--- src/hw/rtl/rom_segment_stream_parser_defines.svh ---
// Assertion macros for the segment parser
`ifndef ROM_SEGMENT_STREAM_PARSER_DEFINES_SVH
`define ROM_SEGMENT_STREAM_PARSER_DEFINES_SVH
`ifndef NO_ASSERTIONS
`define RSP_ASSERT_IMPL(label, clk, rst_n, ante, cons) \
  label: assert property (@(posedge clk) disable iff (!rst_n) (ante) |-> (cons)) \
    else $error("assertion failed");
`define RSP_ASSERT_NEXT(label, clk, rst_n, ante, cons) \
  label: assert property (@(posedge clk) disable iff (!rst_n) (ante) |=> (cons)) \
    else $error("assertion failed");
`else
`define RSP_ASSERT_IMPL(label, clk, rst_n, ante, cons)
`define RSP_ASSERT_NEXT(label, clk, rst_n, ante, cons)
`endif
`endif

--- src/hw/rtl/rsp_pkg.sv ---
`timescale 1ns / 1ps
package rsp_pkg;
  localparam int unsigned EnableTableBytes = 50;

  typedef enum logic [2:0] {
    KIND_WORD   = 3'd0,
    KIND_SEG_OK = 3'd1,
    KIND_MODES  = 3'd2,
    KIND_FLAG   = 3'd3,
    KIND_ERROR  = 3'd4
  } kind_t;

  localparam logic [1:0] ERR_NONE   = 2'd0;
  localparam logic [1:0] ERR_MAGIC  = 2'd1;
  localparam logic [1:0] ERR_COUNT  = 2'd2;
  localparam logic [1:0] ERR_CRC    = 2'd3;

  localparam logic [7:0] TAG_COMPAT = 8'd6;

  // one result word as it travels from front to back
  typedef struct packed {
    logic [2:0]  item_kind;
    logic [15:0] word_address;
    logic [15:0] word_value;
    logic [1:0]  ecs_mode;
    logic [1:0]  voice_mode;
    logic        jlp_enable;
    logic [1:0]  error_code;
  } result_t;

  // byte-wide CRC-16 CCITT update, MSB first
  function automatic logic [15:0] crc_byte(input logic [15:0] crc_in,
                                           input logic [7:0] b);
    logic [15:0] c;
    c = crc_in ^ {b, 8'h00};
    for (int k = 0; k < 8; k++) begin
      c = c[15] ? ({c[14:0], 1'b0} ^ 16'h1021) : {c[14:0], 1'b0};
    end
    return c;
  endfunction
endpackage

--- src/hw/rtl/rsp_front.sv ---
`timescale 1ns / 1ps
// Byte parser: one byte per cycle while in_stall is low, produces at most one result word
module rsp_front (
  input  logic               clk,
  input  logic               rst_n,
  input  logic               in_valid,
  output logic               in_stall,
  input  logic               in_cmd,
  input  logic [7:0]         in_data_byte,
  output logic               res_valid,
  output rsp_pkg::result_t   res_data,
  input  logic               q_full
);
  typedef enum logic [3:0] {
    PH_MAGIC, PH_COUNT, PH_COMPL, PH_SEG_START, PH_SEG_END, PH_DATA_HI,
    PH_DATA_LO, PH_CRC_HI, PH_CRC_LO, PH_SKIP, PH_TAG_HEAD, PH_TAG_EXT,
    PH_TAG_TYPE, PH_TAG_BODY, PH_TAG_CRC, PH_ERROR
  } phase_t;

  localparam logic [5:0] SkipInit = 6'(rsp_pkg::EnableTableBytes);

  phase_t      phase_r, phase_nxt;
  logic [7:0]  seg_total_r, seg_total_nxt, seg_done_r, seg_done_nxt;
  logic [15:0] start_r, start_nxt, offset_r, offset_nxt, crc_r, crc_nxt;
  logic [16:0] left_r, left_nxt;
  logic [7:0]  held_r, held_nxt, ttype_r, ttype_nxt;
  logic [5:0]  skip_r, skip_nxt;
  logic [29:0] tlen_r, tlen_nxt, tidx_r, tidx_nxt;
  logic        take;
  logic [29:0] tidx_inc;
  logic [16:0] left_dec;
  logic [15:0] crc_upd;
  logic [1:0]  em, vm;

  assign in_stall = q_full;
  assign take     = in_valid && !q_full;
  assign tidx_inc = tidx_r + 30'd1;
  assign left_dec = left_r - 17'd1;
  assign crc_upd  = rsp_pkg::crc_byte(crc_r, in_data_byte);

  // mode decode of compatibility byte 0
  always_comb begin
    unique case (in_data_byte[7:6])
      2'b10:   em = 2'd1;
      2'b01:   em = 2'd2;
      default: em = 2'd0;
    endcase
    unique case (in_data_byte[3:2])
      2'b10:   vm = 2'd1;
      2'b01:   vm = 2'd2;
      default: vm = 2'd0;
    endcase
  end

  // next state and result
  always_comb begin
    phase_nxt     = phase_r;
    seg_total_nxt = seg_total_r;
    seg_done_nxt  = seg_done_r;
    start_nxt     = start_r;
    offset_nxt    = offset_r;
    crc_nxt       = crc_r;
    left_nxt      = left_r;
    held_nxt      = held_r;
    ttype_nxt     = ttype_r;
    skip_nxt      = skip_r;
    tlen_nxt      = tlen_r;
    tidx_nxt      = tidx_r;
    res_valid     = 1'b0;
    res_data      = '0;
    if (take) begin
      if (in_cmd) begin
        phase_nxt = PH_MAGIC; seg_total_nxt = '0; seg_done_nxt = '0;
        start_nxt = '0; offset_nxt = '0; crc_nxt = 16'hFFFF; left_nxt = '0;
        held_nxt = '0; ttype_nxt = '0; skip_nxt = '0; tlen_nxt = '0;
        tidx_nxt = '0;
      end else begin
        unique case (phase_r)
          PH_MAGIC: begin
            if (in_data_byte != 8'hA8 && in_data_byte != 8'h41 &&
                in_data_byte != 8'h61) begin
              phase_nxt = PH_ERROR;
              res_valid = 1'b1;
              res_data.item_kind  = rsp_pkg::KIND_ERROR;
              res_data.error_code = rsp_pkg::ERR_MAGIC;
            end else begin
              phase_nxt = PH_COUNT;
            end
          end
          PH_COUNT: begin
            seg_total_nxt = in_data_byte;
            phase_nxt     = PH_COMPL;
          end
          PH_COMPL: begin
            if ((in_data_byte ^ 8'hFF) != seg_total_r) begin
              phase_nxt = PH_ERROR;
              res_valid = 1'b1;
              res_data.item_kind  = rsp_pkg::KIND_ERROR;
              res_data.error_code = rsp_pkg::ERR_COUNT;
            end else begin
              seg_done_nxt = '0;
              if (seg_total_r == 8'd0) begin
                skip_nxt  = SkipInit;
                phase_nxt = (SkipInit == 6'd0) ? PH_TAG_HEAD : PH_SKIP;
              end else begin
                phase_nxt = PH_SEG_START;
              end
            end
          end
          PH_SEG_START: begin
            crc_nxt   = rsp_pkg::crc_byte(16'hFFFF, in_data_byte);
            start_nxt = {in_data_byte, 8'h00};
            phase_nxt = PH_SEG_END;
          end
          PH_SEG_END: begin
            crc_nxt    = crc_upd;
            left_nxt   = {1'b0, {in_data_byte, 8'hFF} - start_r} + 17'd1;
            offset_nxt = '0;
            phase_nxt  = PH_DATA_HI;
          end
          PH_DATA_HI: begin
            crc_nxt   = crc_upd;
            held_nxt  = in_data_byte;
            phase_nxt = PH_DATA_LO;
          end
          PH_DATA_LO: begin
            crc_nxt    = crc_upd;
            res_valid  = 1'b1;
            res_data.item_kind    = rsp_pkg::KIND_WORD;
            res_data.word_address = start_r + offset_r;
            res_data.word_value   = {held_r, in_data_byte};
            offset_nxt = offset_r + 16'd1;
            left_nxt   = left_dec;
            phase_nxt  = (left_dec == 17'd0) ? PH_CRC_HI : PH_DATA_HI;
          end
          PH_CRC_HI: begin
            held_nxt  = in_data_byte;
            phase_nxt = PH_CRC_LO;
          end
          PH_CRC_LO: begin
            res_valid = 1'b1;
            if ({held_r, in_data_byte} != crc_r) begin
              phase_nxt = PH_ERROR;
              res_data.item_kind  = rsp_pkg::KIND_ERROR;
              res_data.error_code = rsp_pkg::ERR_CRC;
            end else begin
              res_data.item_kind    = rsp_pkg::KIND_SEG_OK;
              res_data.word_address = start_r;
              seg_done_nxt = seg_done_r + 8'd1;
              if (seg_done_r + 8'd1 == seg_total_r) begin
                skip_nxt  = SkipInit;
                phase_nxt = (SkipInit == 6'd0) ? PH_TAG_HEAD : PH_SKIP;
              end else begin
                phase_nxt = PH_SEG_START;
              end
            end
          end
          PH_SKIP: begin
            skip_nxt = skip_r - 6'd1;
            if (skip_r == 6'd1) phase_nxt = PH_TAG_HEAD;
          end
          PH_TAG_HEAD: begin
            tlen_nxt  = {24'd0, in_data_byte[5:0]};
            ttype_nxt = {6'd0, in_data_byte[7:6]};
            tidx_nxt  = '0;
            phase_nxt = (in_data_byte[7:6] == 2'd0) ? PH_TAG_TYPE : PH_TAG_EXT;
          end
          PH_TAG_EXT: begin
            unique case (tidx_r[1:0])
              2'd0:    tlen_nxt = tlen_r | {16'd0, in_data_byte, 6'd0};
              2'd1:    tlen_nxt = tlen_r | {8'd0, in_data_byte, 14'd0};
              2'd2:    tlen_nxt = tlen_r | {in_data_byte, 22'd0};
              default: tlen_nxt = tlen_r;
            endcase
            tidx_nxt = tidx_inc;
            if (tidx_inc >= {22'd0, ttype_r}) begin
              tidx_nxt  = '0;
              phase_nxt = PH_TAG_TYPE;
            end
          end
          PH_TAG_TYPE: begin
            ttype_nxt = in_data_byte;
            tidx_nxt  = '0;
            phase_nxt = (tlen_r == 30'd0) ? PH_TAG_CRC : PH_TAG_BODY;
          end
          PH_TAG_BODY: begin
            if (ttype_r == rsp_pkg::TAG_COMPAT && tidx_r == 30'd0) begin
              res_valid = 1'b1;
              res_data.item_kind  = rsp_pkg::KIND_MODES;
              res_data.ecs_mode   = em;
              res_data.voice_mode = vm;
            end else if (ttype_r == rsp_pkg::TAG_COMPAT && tidx_r == 30'd3) begin
              res_valid = 1'b1;
              res_data.item_kind  = rsp_pkg::KIND_FLAG;
              res_data.jlp_enable = (in_data_byte[7:6] != 2'd0);
            end
            tidx_nxt = tidx_inc;
            if (tidx_inc == tlen_r) begin
              tidx_nxt  = '0;
              phase_nxt = PH_TAG_CRC;
            end
          end
          PH_TAG_CRC: begin
            tidx_nxt = tidx_inc;
            if (tidx_inc >= 30'd2) begin
              tidx_nxt  = '0;
              phase_nxt = PH_TAG_HEAD;
            end
          end
          default: ;
        endcase
      end
    end
  end

  always_ff @(posedge clk) begin
    if (!rst_n) begin
      phase_r <= PH_MAGIC; seg_total_r <= '0; seg_done_r <= '0;
      start_r <= '0; offset_r <= '0; crc_r <= 16'hFFFF; left_r <= '0;
      held_r <= '0; ttype_r <= '0; skip_r <= '0; tlen_r <= '0; tidx_r <= '0;
    end else begin
      phase_r <= phase_nxt; seg_total_r <= seg_total_nxt;
      seg_done_r <= seg_done_nxt; start_r <= start_nxt; offset_r <= offset_nxt;
      crc_r <= crc_nxt; left_r <= left_nxt; held_r <= held_nxt;
      ttype_r <= ttype_nxt; skip_r <= skip_nxt; tlen_r <= tlen_nxt;
      tidx_r <= tidx_nxt;
    end
  end
endmodule

--- src/hw/rtl/rsp_queue.sv ---
`timescale 1ns / 1ps
`include "rom_segment_stream_parser_defines.svh"
// Two-entry result queue between parser and output
module rsp_queue (
  input  logic             clk,
  input  logic             rst_n,
  input  logic             wr_en,
  input  rsp_pkg::result_t wr_data,
  output logic             full,
  output logic             out_valid,
  input  logic             out_stall,
  output rsp_pkg::result_t rd_data
);
  rsp_pkg::result_t mem_r [2];
  logic       wp_r, rp_r;
  logic [1:0] cnt_r, cnt_nxt;
  logic       rd_en;

  assign full      = (cnt_r == 2'd2);
  assign out_valid = (cnt_r != 2'd0);
  assign rd_en     = out_valid && !out_stall;
  assign rd_data   = mem_r[rp_r];
  assign cnt_nxt   = cnt_r + {1'b0, wr_en} - {1'b0, rd_en};

  always_ff @(posedge clk) begin
    if (wr_en) mem_r[wp_r] <= wr_data;
  end

  always_ff @(posedge clk) begin
    if (!rst_n) begin
      wp_r <= 1'b0; rp_r <= 1'b0; cnt_r <= '0;
    end else begin
      if (wr_en) wp_r <= ~wp_r;
      if (rd_en) rp_r <= ~rp_r;
      cnt_r <= cnt_nxt;
    end
  end

  `RSP_ASSERT_IMPL(a_no_overflow, clk, rst_n, full, !wr_en)
  `RSP_ASSERT_IMPL(a_cnt_range, clk, rst_n, 1'b1, cnt_r != 2'd3)
  `RSP_ASSERT_NEXT(a_hold_on_stall, clk, rst_n, out_valid && out_stall,
                   out_valid && $stable(rd_data))
endmodule

--- src/hw/rtl/rom_segment_stream_parser.sv ---
`timescale 1ns / 1ps
// channel | direction | word contents
// in_     | input     | cmd, data_byte
// out_    | output    | item_kind, address, value, modes, flag, error code
// One byte per cycle while in_stall is low; each byte yields zero or one result word.
// Results pass through a two-entry queue; out_valid is driven from the registered queue count.
// in_stall rises only while the queue is full (out side stalling).
// rst_n is synchronous; parser state returns to magic-byte expect, CRC 0xFFFF.
module rom_segment_stream_parser (
  input  logic        clk,
  input  logic        rst_n,
  input  logic        in_valid,
  output logic        in_stall,
  input  logic        in_cmd,
  input  logic [7:0]  in_data_byte,
  output logic        out_valid,
  input  logic        out_stall,
  output logic [2:0]  out_item_kind,
  output logic [15:0] out_word_address,
  output logic [15:0] out_word_value,
  output logic [1:0]  out_ecs_mode,
  output logic [1:0]  out_voice_mode,
  output logic        out_jlp_enable,
  output logic [1:0]  out_error_code
);
  rsp_pkg::result_t res, q_out;
  logic res_valid, q_full;

  rsp_front u_front (
    .clk, .rst_n, .in_valid, .in_stall, .in_cmd, .in_data_byte,
    .res_valid, .res_data(res), .q_full
  );

  rsp_queue u_queue (
    .clk, .rst_n, .wr_en(res_valid), .wr_data(res), .full(q_full),
    .out_valid, .out_stall, .rd_data(q_out)
  );

  assign out_item_kind    = q_out.item_kind;
  assign out_word_address = q_out.word_address;
  assign out_word_value   = q_out.word_value;
  assign out_ecs_mode     = q_out.ecs_mode;
  assign out_voice_mode   = q_out.voice_mode;
  assign out_jlp_enable   = q_out.jlp_enable;
  assign out_error_code   = q_out.error_code;
endmodule
--- config.mk ---
export PLATFORM = sky130hd
export DESIGN_NAME = rom_segment_stream_parser
export DESIGN_NICKNAME = d
export VERILOG_FILES = /design/src/hw/rtl/rsp_pkg.sv /design/src/hw/rtl/rsp_front.sv /design/src/hw/rtl/rsp_queue.sv /design/src/hw/rtl/rom_segment_stream_parser.sv
export VERILOG_INCLUDE_DIRS = /design/src /design/src/hw/rtl
export SDC_FILE = /design/constraint.sdc
export NUM_CORES = 1
export LEC_CHECK = 0
export BUFFER_PORTS_ARGS = -buffer_cell sky130_fd_sc_hd__buf_4
export CAP_MARGIN = 20
export CORE_ASPECT_RATIO = 1.5
export CORE_MARGIN = 3
export CORE_UTILIZATION = 40
export CTS_CLUSTER_SIZE = 14
export DETAILED_ROUTE_END_ITERATION = 12
export PLACE_DENSITY = 0.59
export SYNTH_ARGS = -nofsm -noshare
export SYNTH_HDL_FRONTEND = slang
export SYNTH_SLANG_ARGS = --single-unit
--- constraint.sdc ---
create_clock -name clk -period 8.5 [get_ports clk]
set_input_delay 1.275 -clock clk [delete_from_list [all_inputs] [get_ports clk]]
set_output_delay 1.275 -clock clk [all_outputs]
set_load 0.01 [all_outputs]
== Word-level counts from Yosys, hierarchy flattened ==
Memories as Yosys holds them, arrays and structs flattened. A register that Yosys moved wholly into a read port is not among the register bits.
Cells that the tools add are included.

* Register bits: 171
* Bits in writable memories: 84
* Input port bits: 13
* Output and inout bits: 44
* Logic and storage cells: 229
* Memories kept: 1

* Add/subtract/negate cells: 10
* Magnitude comparators: 2
* Equality and inequality tests: 40
* Multiplexer cells: 94
* Bitwise operators: 24
* Reduce and logical (&&, ||, !) cells: 43

{| class="wikitable"
|+ Memories
! name !! depth !! bits a word !! read ports !! clocked after memory_dff !! wr ports !! RTL line !! RTL
|-
| u_queue.mem_r || 2 || 42 || 1 || 1 || 1 || rsp_queue.sv:14 || <nowiki>rsp_pkg::result_t mem_r [2];</nowiki>
|}

{| class="wikitable"
|+ Operators by type and width
! kind !! count
|-
| two-way mux 13 bit || 16
|-
| two-way mux 30 bit || 5
|-
| one-hot mux 30 bit (4 select lines) || 1
|-
| two-way mux 16 bit || 6
|-
| one-hot mux 16 bit (2 select lines) || 3
|-
| one-hot mux 30 bit (3 select lines) || 1
|-
| two-way mux 42 bit || 2
|-
| two-way mux 8 bit || 8
|-
| zero test 30 bit || 2
|-
| one-hot mux 30 bit (2 select lines) || 1
|-
| one-hot mux 4 bit (15 select lines) || 1
|-
| inverter 3 bit || 16
|-
| two-way mux 4 bit || 11
|-
| one-hot mux 17 bit (2 select lines) || 1
|-
| one-hot mux 8 bit (2 select lines) || 2
|-
| adder 30 x 1 -> 30 bit (second input constant) || 1
|-
| == test 30 x 2 -> 1 bit (second input constant) || 1
|-
| == test 30 bit || 1
|-
| >= comparator 30 x 2 -> 1 bit (second input constant) || 1
|-
| >= comparator 30 x 8 -> 1 bit || 1
|-
| two-way mux 6 bit || 5
|-
| OR 30 x 14 -> 30 bit || 1
|-
| OR 30 x 22 -> 30 bit || 1
|-
| OR 30 bit || 1
|-
| 56 further kinds || 124
|}

== Logic depth before layout (Yosys ltp) ==
Gate-level depths: netlist of run 1.

* Word-level depth: 19
* Depth in mapped cells: 18
* Mapped depth without buffers: 15

== Hierarchy ==
From an unflattened synthesis of run 1, not the netlist that was laid out.

* Cell total of the unflattened synthesis: 1672
* Area total of the unflattened synthesis: 14910.6 sq um

{| class="wikitable"
|+ By module, submodules not included
! module !! instances !! cells an instance !! area an instance (sq um)
|-
| rsp_front || 1 || 1518 || 11427.2
|-
| rsp_queue || 1 || 154 || 3483.3
|}

== Worst setup path after synthesis of run 1 ==
No wires, ideal clock.

* Kind: input-to-reg
* From: input in_data_byte[0]
* To: memory u_queue.mem_r[0][0] in the netlist's numbering (enable)
* Arrival time: 4.374 ns
* Path slack: 3.679 ns
* Stages: 8
* Path buffers: 1
* Cell sequence: clkbuf_1 -> nor4bb_1 -> a21oi_1 -> or4_1 -> o21ai_0 -> o211a_1 -> a21oi_1 -> nor2b_1

* Word-level cells in the longest chain between the ends: 9

{| class="wikitable"
|+ RTL lines
! item !! RTL line !! RTL
|-
| start, declared || rom_segment_stream_parser.sv:15 || <nowiki>input logic [7:0] in_data_byte,</nowiki>
|-
| inequality test 8 bit or inequality test 8 x 7 -> 1 bit (tied branches) || rsp_front.sv:80 || <nowiki>if (in_data_byte != 8'hA8 && in_data_byte != 8'h41 &&</nowiki>
|-
| logical AND 1 bit (2 in a row) || rsp_front.sv:80 ||
|-
| two-way mux 1 bit || rsp_front.sv:80 ||
|-
| one-hot mux 1 bit (4 select lines) * || rsp_front.sv:78 || <nowiki>unique case (phase_r)</nowiki>
|-
| two-way mux 1 bit * || rsp_front.sv:72 || <nowiki>if (in_cmd) begin</nowiki>
|-
| two-way mux 1 bit * || rsp_front.sv:71 || <nowiki>if (take) begin</nowiki>
|-
| via res_valid || rom_segment_stream_parser.sv:27 || <nowiki>logic res_valid, q_full;</nowiki>
|-
| two-way mux 1 bit * || rsp_queue.sv:26 || <nowiki>if (wr_en) mem_r[wp_r] <= wr_data;</nowiki>
|-
| two-way mux 1 bit (implied by the code) * || rsp_queue.sv:26 ||
|-
| end, declared || rsp_queue.sv:14 ||
|}

Mark *: on every way through the listed nets, which the timed path passes. The rest lies on a longest branch.

== Worst setup path after layout of run 1 ==
* From: register u_front.tidx_r[0]
* To: register u_front.tidx_r[11]

* Word-level cells in the longest chain between the ends: 5

{| class="wikitable"
|+ RTL lines
! item !! RTL line !! RTL
|-
| start, declared || rsp_front.sv:28 || <nowiki>logic [29:0] tlen_r, tlen_nxt, tidx_r, tidx_nxt;</nowiki>
|-
| start signal, assigned || rsp_front.sv:226 || <nowiki>tidx_r <= tidx_nxt;</nowiki>
|-
| adder 30 x 1 -> 30 bit * || rsp_front.sv:37 || <nowiki>assign tidx_inc = tidx_r + 30'd1;</nowiki>
|-
| >= comparator 30 x 2 -> 1 bit (tied with other cells) || rsp_front.sv:205 || <nowiki>if (tidx_inc >= 30'd2) begin</nowiki>
|-
| two-way mux 30 bit, on equally long branches || rsp_front.sv:205, rsp_front.sv:176, rsp_front.sv:198 ||
|-
| one-hot mux 30 bit (4 select lines) * || rsp_front.sv:78 ||
|-
| two-way mux 30 bit * || rsp_front.sv:72 ||
|}

Mark *: on every way between the ends. The rest lies on a longest branch, timed or not.
A chain may end at the register's enable or synchronous reset.

==> results of run 1 <==
==> worst min-delay path: stages (launching register included) <==
cell	delay (ns)
dfxtp_1	0.31
nand3_1	0.06
a21boi_0	0.07
==> cells in the final DEF, fill, tap and decap left out, types with 7 or more instances in the layout <==
cell | netlist | layout
o21ai_0 | 53 | 53
a21boi_0 | 23 | 23
nor3_1 | 38 | 38
edfxtp_1 | 84 | 84
and4_1 | 7 | 7
o31ai_1 | 8 | 8
mux2i_1 | 31 | 31
a211oi_1 | 10 | 10
xnor2_1 | 102 | 102
o211a_1 | 7 | 7
o21ai_1 | 11 | 11
and3_1 | 44 | 44
mux2_2 | 43 | 43
xor2_1 | 47 | 47
a31oi_1 | 13 | 13
nor2b_1 | 61 | 60
nand2_1 | 175 | 175
nand4_1 | 33 | 33
nor3b_1 | 7 | 7
o21a_1 | 8 | 8
or3_1 | 14 | 14
a22oi_1 | 18 | 18
nand3_1 | 70 | 70
and2_1 | 25 | 24
dfxtp_1 | 164 | 163
or4_1 | 8 | 8
nand2b_1 | 11 | 11
inv_1 | 53 | 54
a21oi_1 | 79 | 79
o22ai_1 | 20 | 20
o211ai_1 | 22 | 22
nor2_1 | 139 | 137
clkbuf_16 | 0 | 27
ha_1 | 35 | 35
nor4_1 | 26 | 26
buf_4 | 10 | 72
==> final cells by class <==
cell class              count  area (sq um)
flip-flops and latches    248          5810
multi-input cells        1274          8290
well taps                 478           598
repair buffers             73           548
clock inverters            16           206
fillers                  3596         19800
clock buffers              32           724
inverters                  53           199
==> routing by layer <==
| metal | wire, um | vias to the layer above |
|---|---|---|
| met5 | 0 | - |
| met4 | 1890 | 0 |
| met3 | 2090 | 105 |
| met2 | 22100 | 390 |
| met1 | 16900 | 5936 |
| li1 | - | 5988 |
==> synthesized netlist by cell type (all sizes together) (37+ instances only) <==
cell type,n
edfxtp,84
xor2,47
inv,53
dfxtp,164
nand3,71
clkbuf,77
o21ai,66
a21oi,79
nand2,176
xnor2,102
nor2,139
nor3,39
nand4,37
mux2,44
nor2b,61
and3,44
buf,38
==> kinds of logic (layout without fill, tap and decap cells) <==
logic type	count (synthesis)	after routing	share of synthesized area, %
simple gates	696	696	24.2
compound gates	314	314	13.8
flops	248	248	39.3
buf+inv	168	174	4.76
xor+xnor	152	152	9.29
mux	75	75	5.45
fa+ha+maj	37	37	3.23
==> sequential cells by signal (all words and copies together), names as in the netlist, named ones only <==
name / cells
u_front.offset_r: 16
u_front.tlen_r: 30
u_front.left_r: 17
u_queue.wp_r: 1
u_front.phase_r: 4
u_front.seg_done_r: 8
u_queue.mem_r: 84
u_front.ttype_r: 8
u_front.skip_r: 6
u_queue.rp_r: 1
u_front.start_r: 8
u_front.crc_r: 16
u_front.tidx_r: 30
u_front.seg_total_r: 8
u_queue.cnt_r: 2
u_front.held_r: 8
==> power groups by stage <==
stage | Combinational, W | Clock, W | Sequential, W
floorplan | 0.000495 | 0 | 0.00135
global placement | 0.000680 | 0 | 0.00140
detailed placement | 0.000684 | 0 | 0.00140
CTS | 0.000688 | 0.00125 | 0.00138
global route | 0.000755 | 0.00130 | 0.00139
finish | 0.000686 | 0.00123 | 0.00138
==> path summary, 6_finish.rpt <==
kind / slack, ns / to / start / cells past startpoint
worst min register to register: 0.49 / u_front.ttype_r[2] / u_front.ttype_r[2] / 2
worst max-delay path: 4.06 / u_front.tidx_r[11] / u_front.tidx_r[0] / 11
worst max register to register: 4.06 / u_front.tidx_r[11] / u_front.tidx_r[0] / 11
worst min-delay path: 0.49 / u_front.ttype_r[2] / u_front.ttype_r[2] / 2
==> stage by stage <==
stage	power (W)	utilization, %	hold slack (ns)	worst slack, ns
after floorplan	0.00185	-	0.454	3.68
after global placement	0.00208	42.7	0.473	4.07
after detailed placement	0.00209	42.7	0.476	3.99
after CTS	0.00332	45.2	0.485	4.08
after global routing	0.00344	45.3	0.524	3.68
final	0.00329	45.3	0.490	4.06
==> qor.txt, run 1 <==
Pins Over Slew Limit -> 0
final WL -> 43000 um
# hold bufs at CTS -> 0
crit share post-route -> 52.2%
worst skew pair latency -> 0.56 ns
Syn Inst Count -> 1690
first-pass GRT wire length -> 67600 um
Clock Power Share -> 37.3%
grt peak-use layer -> met2
Synth cell types -> 80
outcome -> finished clean
Worst Max-Slew Pin Slew -> 1.00 ns
sw power -> 0.000964 W
ys async rst share -> 0%
Most used DFF post-synth -> dfxtp_1
GR Layer Usage met1 -> 24.8%
grt met3 use -> 2.39%
TritonCTS clock tree -> yes
gpl congestion -> 0.951
worst path cell trace -> ha_1, nand4_1, nor2_1, nand3_1, mux2_2, nor4_1, nand4_1, nor3_1, o22ai_2, nand2_1, o311ai_1
Critical Path Max Stage Delay -> 0.66 ns
Clock Pin Slew Worst Setup and Hold Paths -> 0.07 ns
Power Dens Cells -> 201 nW/um^2
post-cts sizing count -> 0
number of antenna repair diodes -> 0
Cell Area, Placed -> 15400 sq um
Sequential Power Share -> 41.8%
Syn. warnings -> 0
Placed Cells -> 2124
Leak -> 6.02 nW
CP delay by family, top -> simple AND/OR/NAND/NOR gates
CTS Sinks -> 248
Die Height -> 241 um
WP buf/inv -> 0
Int Pwr -> 0.00233 W
arrival time of the worst setup path -> 4.84 ns
RSZ-0062 raised after global routing -> no
DRC Markers -> 0
Post-CTS Setup Bufs -> 0
fin cells -> 2174
final global-route overflow total -> 0
initial antenna violation count -> 0
CP most frequent cell -> nand4_1
fin area -> 16400 sq um
area delta synth->final -> 10.7%
clk buf depth -> 3
setup tns final -> 0 ns
sw frac -> 29.3%
Post-synth EDFFs -> 84
Core Box Area -> 36200 sq um
row count -> 85
Num CTS Buffers -> 26
Clock Skews -> 0.0305 ns
IO Port Bufs -> 56
Max VDD drop -> 0.141 mV
Critical Path RT -> 8.91 ns
crit path max fanout -> 14
starting density of the core -> 40.9%
Final setup viols -> 0
vias in the first global route -> 12230
initial DRC count -> 852
cell taking the most area after synthesis -> dfxtp_1
register area share after synthesis -> 39.3%
Mapped Area -> 14800 sq um
fraction of final layout cells sized beyond drive strength 1 -> 11.1%
vias per cell -> 5.71
slowest library cell on the worst path -> dfxtp_1
Rel. slew slack -> 33.1%
synthesized area per cell -> 8.75 sq um
CP Capture Type -> flop
CP startpoint kind -> flop
DR WL/cell -> 19.8 um
#FFs+latches synth -> 248
worst hold path type -> reg2reg
Fmax -> 225 MHz
TritonRoute pass-1 iters -> 5
Final Hold Fails -> 0
Total GRT Usage -> 21.4%
io pins -> 57
largest net degree at the start of global routing -> 92
Synthesized Nets -> 1740
grt met2 use -> 39.6%
DPL Wire Length -> 30700 um
dominant cells by area after synthesis -> dfxtp_1 (22%), edfxtp_1 (17%), xnor2_1 (6.0%), nand2_1 (4.4%), nor2_1 (3.5%)
DIE WIDTH -> 163 um
Yosys top cell area share -> 22.2%
post-route ant nets -> 0
Setup Crit Path Kind -> reg2reg
H-tree depth -> 1
CTS root buffer -> clkbuf_16
Nets -> 1726
combinational fraction of design power -> 20.8%
Die ar. -> 39400 sq um
Final min period -> 4.44 ns
Via Count -> 12419
Max-Cap Viols -> 0
Note: power is estimated with default switching activity, not from simulation.
==> inputs of run 2 (changes only) <==
Clock period 8.5 ns to 4.16 ns, I/O delays scaled along.
==> qor.txt, run 2 (same netlist as run 1, synthesis figures left out) <==
Rel. slew slack -> 33.5% (+0.44 points)
Leak -> 6.18 nW (+2.8%)
worst hold path type -> in2reg
reg-to-reg setup timing slack -> 0.46 ns (-3.61 ns)
Final setup viols -> 0 (unchanged)
Die Height -> 241 um (unchanged)
largest reg by FF count -> u_queue.mem_r
DR WL/cell -> 19.9 um (+0.64%)
Critical Path Max Stage Delay -> 0.51 ns (-0.15 ns)
slowest library cell on the worst path -> or4_1
Worst Max-Slew Pin Slew -> 0.998 ns (-0.00656 ns)
worst skew pair latency -> 0.56 ns (about the same)
crit share post-route -> 89.0% (+37 points)
crit path max fanout -> 43 (+29)
# hold bufs at CTS -> 0 (unchanged)
largest net degree at the start of global routing -> 60 (-35%)
post-cts sizing count -> 0 (unchanged)
io pins -> 57 (unchanged)
RR Endpoint -> u_queue.mem_r[0][41]
hold path cells -> 3 (+1)
DPL Wire Length -> 32100 um (+4.7%)
final WL -> 44000 um (+2.4%)
H-tree depth -> 1 (unchanged)
outcome -> finished clean
path depth of the worst reg2reg path -> 10 (-1)
Final Hold Fails -> 0 (unchanged)
CP Capture Type -> flop
fraction of final layout cells sized beyond drive strength 1 -> 12.9% (+1.8 points)
Fmax -> 270 MHz (+20%)
Clock Pin Slew Worst Setup and Hold Paths -> 0.07 ns (about the same)
Max-Cap Viols -> 0 (unchanged)
RSZ-0062 raised after global routing -> no
Placed Cells -> 2163 (+1.8%)
max reg flops -> 84 (unchanged)
Max VDD drop -> 0.273 mV (+94%)
Pins Over Slew Limit -> 0 (unchanged)
Post-CTS Setup Bufs -> 0 (unchanged)
Core Box Area -> 36200 sq um (unchanged)
Crit. path cell count -> 10 (-1)
IO Port Bufs -> 56 (unchanged)
gpl congestion -> 0.969 (+1.9%)
DRC Markers -> 0 (unchanged)
WP buf/inv -> 2 (+2)
clk buf depth -> 3 (unchanged)
initial antenna violation count -> 0 (unchanged)
TritonCTS clock tree -> yes
number of antenna repair diodes -> 0 (unchanged)
Total GRT Usage -> 21.8% (+0.42 points)
vias per cell -> 5.67 (-0.82%)
final global-route overflow total -> 0 (unchanged)
end point of the critical path -> u_queue.mem_r[0][41]
Top Registers -> u_queue.mem_r x84, u_front.tidx_r x30, u_front.tlen_r x30
Final Util -> 45.9% (+0.67 points)
most frequent cells in the layout -> nand2_1 (175), dfxtp_1 (163), nor2_1 (137)
Setup Crit Path Kind -> reg2reg
worst hold slack -> 0.472 ns (-0.0185 ns)
Reg-to-Reg Start -> u_front.tidx_r[2]
total power -> 0.00654 W (+99%)
Nets -> 1765 (+2.3%)
row count -> 85 (unchanged)
CP delay by family, top -> simple AND/OR/NAND/NOR gates
Worst Setup SP -> u_front.tidx_r[2]
initial DRC count -> 934 (+9.6%)
Power Dens Cells -> 394 nW/um^2 (+96%)
Num CTS Buffers -> 26 (unchanged)
area delta synth->final -> 12.4%
TritonRoute pass-1 iters -> 5 (unchanged)
Via Count -> 12538 (+0.96%)
CTS root buffer -> clkbuf_16
arrival time of the worst setup path -> 3.93 ns (-0.91 ns)
post-route ant nets -> 0 (unchanged)
most common cell after layout, fill and taps aside -> nand2_1
worst path cell trace -> buf_4, or4_1, nor2_1, nand3_1, nor3_1, o21ai_0, o211a_1, a21oi_1, nor2b_4, buf_12
setup tns final -> 0 ns (unchanged)
Die ar. -> 39400 sq um (unchanged)
CP startpoint kind -> flop
fin cells -> 2213 (+1.8%)
starting density of the core -> 40.9% (unchanged)
CTS Sinks -> 248 (unchanged)
Clock Skews -> 0.0199 ns (-0.0106 ns)
vias in the first global route -> 11978 (-2.1%)
Critical Path RT -> 4.39 ns (-4.52 ns)
DIE WIDTH -> 163 um (unchanged)
Final min period -> 3.70 ns (-0.731 ns)
first-pass GRT wire length -> 68000 um (+0.55%)
-- run 2: cell count changes in the layout (fill, tap and decap cells not counted) --
cell and delta:
buf_4 +35, clkbuf_1 +5, buf_12 +4, bufinv_16 -3
clkinv_2 +2, clkbuf_16 -1, clkinv_1 -1, clkinv_4 -1
clkinvlp_2 -1, clkinvlp_4 +1, inv_1 -1
-- run 2: layer usage --
metal / GRT usage, % / share of wire [%] / vias up
met5: 0 / 0 / -
met4: 10.7 / 5.4 / 0
met3: 2.24 / 4.7 / 119
met2: 40.8 / 51 / 377
met1: 24.5 / 39 / 5964
li1: - / - / 6078
-- run 2: layout make-up --
cell class,count,area [sq um]
Clock buffer,36,718
Clock inverter,12,113
Tap cell,478,598
Timing Repair Buffer,112,891
Sequential cell,248,5810
Fill cell,3507,19500
Multi-Input combinational cell,1274,8290
Inverter,53,199
-- run 2: worst min-delay path: cells and delay by family --
family,cells,cell delay (ns)
buf+inv,1,0.21
simple gates,2,0.13
-- run 2: power breakdown --
part           internal (W)  switching (W)  total (W)
Clock               0.00128        0.00102    0.00231
Sequential          0.00264       0.000160    0.00280
Combinational      0.000642       0.000792    0.00143
Total               0.00456        0.00198    0.00654
-- run 2: worst min-delay path by stage --
stage                                   from            endpoint
after floorplan            u_front.tlen_r[5]   u_front.tlen_r[5]
after global placement    u_front.ttype_r[2]  u_front.ttype_r[2]
after detailed placement  u_front.ttype_r[2]  u_front.ttype_r[2]
after CTS                              rst_n   u_front.skip_r[4]
after global routing                   rst_n   u_front.skip_r[4]
final                                  rst_n   u_front.skip_r[4]
-- run 2: stage by stage --
step	instance area [sq um]	worst slack [ns]
after global routing	16600	0.286
after CTS	16600	0.451
after floorplan	14800	0.632
final	16600	0.456
after detailed placement	15800	0.460
after global placement	15800	0.499
==> inputs of run 3 (changes only) <==
Clock period 4.16 ns to 4.2 ns, I/O delays scaled along.
==> qor.txt, run 3 (same netlist as run 1, synthesis figures left out) <==
Leak -> 6.16 nW (-0.38%)
Clock Pin Slew Worst Setup and Hold Paths -> 0.06 ns (about the same)
largest reg by FF count -> u_queue.mem_r
Via Count -> 12545 (+0.056%)
# hold bufs at CTS -> 0 (unchanged)
H-tree depth -> 1 (unchanged)
fin area -> 16600 sq um (-0.16%)
io pins -> 57 (unchanged)
DIE WIDTH -> 163 um (unchanged)
initial antenna violation count -> 0 (unchanged)
Max VDD drop -> 0.296 mV (+8.2%)
area delta synth->final -> 12.2%
fraction of final layout cells sized beyond drive strength 1 -> 12.7% (-0.26 points)
CP startpoint kind -> flop
TritonCTS clock tree -> yes
Final setup viols -> 0 (unchanged)
number of antenna repair diodes -> 0 (unchanged)
Final Hold Fails -> 0 (unchanged)
Nets -> 1761 (-0.23%)
vias per cell -> 5.68 (+0.24%)
DPL Wire Length -> 32400 um (+0.85%)
DRC Markers -> 0 (unchanged)
Power Dens Cells -> 393 nW/um^2 (-0.12%)
crit path max fanout -> 6 (-86%)
grt met2 use -> 41.5% (+0.64 points)
crit share post-route -> 89.0% (about the same)
Die ar. -> 39400 sq um (unchanged)
arrival time of the worst setup path -> 4.17 ns (+0.24 ns)
CP Capture Type -> flop
total power -> 0.00652 W (-0.27%)
DR WL/cell -> 20.1 um (+0.95%)
Core Box Area -> 36200 sq um (unchanged)
Min-Delay Startpoint -> rst_n
most common cell after layout, fill and taps aside -> nand2_1
Die Height -> 241 um (unchanged)
vias in the first global route -> 12140 (+1.4%)
IO Port Bufs -> 56 (unchanged)
final WL -> 44400 um (+0.76%)
post-route ant nets -> 0 (unchanged)
starting density of the core -> 40.9% (unchanged)
path depth of the worst reg2reg path -> 11 (+1)
outcome -> finished clean
most frequent cells in the layout -> nand2_1 (175), dfxtp_1 (163), nor2_1 (137)
RSZ-0062 raised after global routing -> no
setup tns final -> 0 ns (unchanged)
Post-CTS Setup Bufs -> 0 (unchanged)
Reg-to-Reg Start -> u_front.tidx_r[0]
CTS root buffer -> clkbuf_16
GR Layer Usage met1 -> 25.0% (+0.52 points)
worst skew pair latency -> 0.57 ns (about the same)
post-cts sizing count -> 0 (unchanged)
Num CTS Buffers -> 26 (unchanged)
Worst Setup SP -> u_front.tidx_r[0]
Rel. slew slack -> 28.9% (-4.6 points)
CTS Sinks -> 248 (unchanged)
gpl congestion -> 0.960 (-1.0%)
worst hold path type -> in2reg
initial DRC count -> 883 (-5.5%)
Top Registers -> u_queue.mem_r x84, u_front.tidx_r x30, u_front.tlen_r x30
hold path cells -> 3 (unchanged)
grt met3 use -> 2.28% (+0.034 points)
Fmax -> 267 MHz (-0.94%)
row count -> 85 (unchanged)
Clock Skews -> 0.0354 ns (+0.0155 ns)
TritonRoute pass-1 iters -> 8 (+3)
clk buf depth -> 3 (unchanged)
Max-Cap Viols -> 0 (unchanged)
FILL cells -> 3601 (+2.7%)
final global-route overflow total -> 0 (unchanged)
max reg flops -> 84 (unchanged)
Critical Path RT -> 4.63 ns (+0.24 ns)
largest net degree at the start of global routing -> 91 (+52%)
Final min period -> 3.74 ns (+0.0351 ns)
Setup Crit Path Kind -> reg2reg
first-pass GRT wire length -> 69000 um (+1.4%)
grt peak-use layer -> met2
Cell Area, Placed -> 15700 sq um (-0.22%)
Pins Over Slew Limit -> 0 (unchanged)
Worst Max-Slew Pin Slew -> 1.06 ns (+0.0618 ns)
Total GRT Usage -> 22.2% (+0.36 points)
-- run 3: report_power, final --
| part | internal [W] | leakage (nW) | switching (W) |
|---|---|---|---|
| registers | 0.00262 | 2.09 | 0.000162 |
| logic | 0.000632 | 3.66 | 0.000783 |
| clock network | 0.00130 | 0.403 | 0.00103 |
| total | 0.00455 | 6.16 | 0.00198 |
-- run 3: worst paths after layout --
check                                           to  slack, ns
worst min-delay path            u_front.tidx_r[11]       0.46
worst max register to register  u_front.phase_r[1]       0.46
worst min register to register  u_front.ttype_r[2]       0.49
worst max-delay path            u_front.phase_r[1]       0.46
-- run 3: cell type report --
type	instances	area [sq um]	share of cell area [%]
tap	478	598	3.61
timing repair buffer	108	846	5.10
clock buffer	32	683	4.12
multi-input combinational	1274	8290	50.0
sequential	248	5810	35.0
clock inverter	16	166	1.00
inverter	53	199	1.20
-- run 3: critical path, stage by stage, from the launching register on --
cell      delay [ns]
dfxtp_1         0.47
ha_1            0.25
nand4_1         0.21
or4_1           0.80
o211a_1         0.29
a31oi_1         0.14
nand4_1         0.23
o21a_1          0.24
o211ai_1        0.24
o211ai_2        0.21
a21oi_1         0.20
mux2_1          0.32
-- run 3: layer usage --
metal / wire [um] / part of all wire (%)
met1: 17100 / 39
met2: 23300 / 53
met3: 1680 / 3.8
met4: 2250 / 5.1
met5: 0 / 0
-- run 3: per-stage QoR --
stage / utilization [%] / setup slack (ns) / hold WS [ns] / cells
after floorplan: - / 0.672 / 0.454 / 1690
after global placement: 43.5 / 0.506 / 0.469 / 2160
after detailed placement: 43.5 / 0.562 / 0.484 / 2160
after CTS: 45.9 / 0.519 / 0.431 / 2208
after global routing: 45.9 / 0.275 / 0.445 / 2209
final: 45.9 / 0.461 / 0.459 / 2209
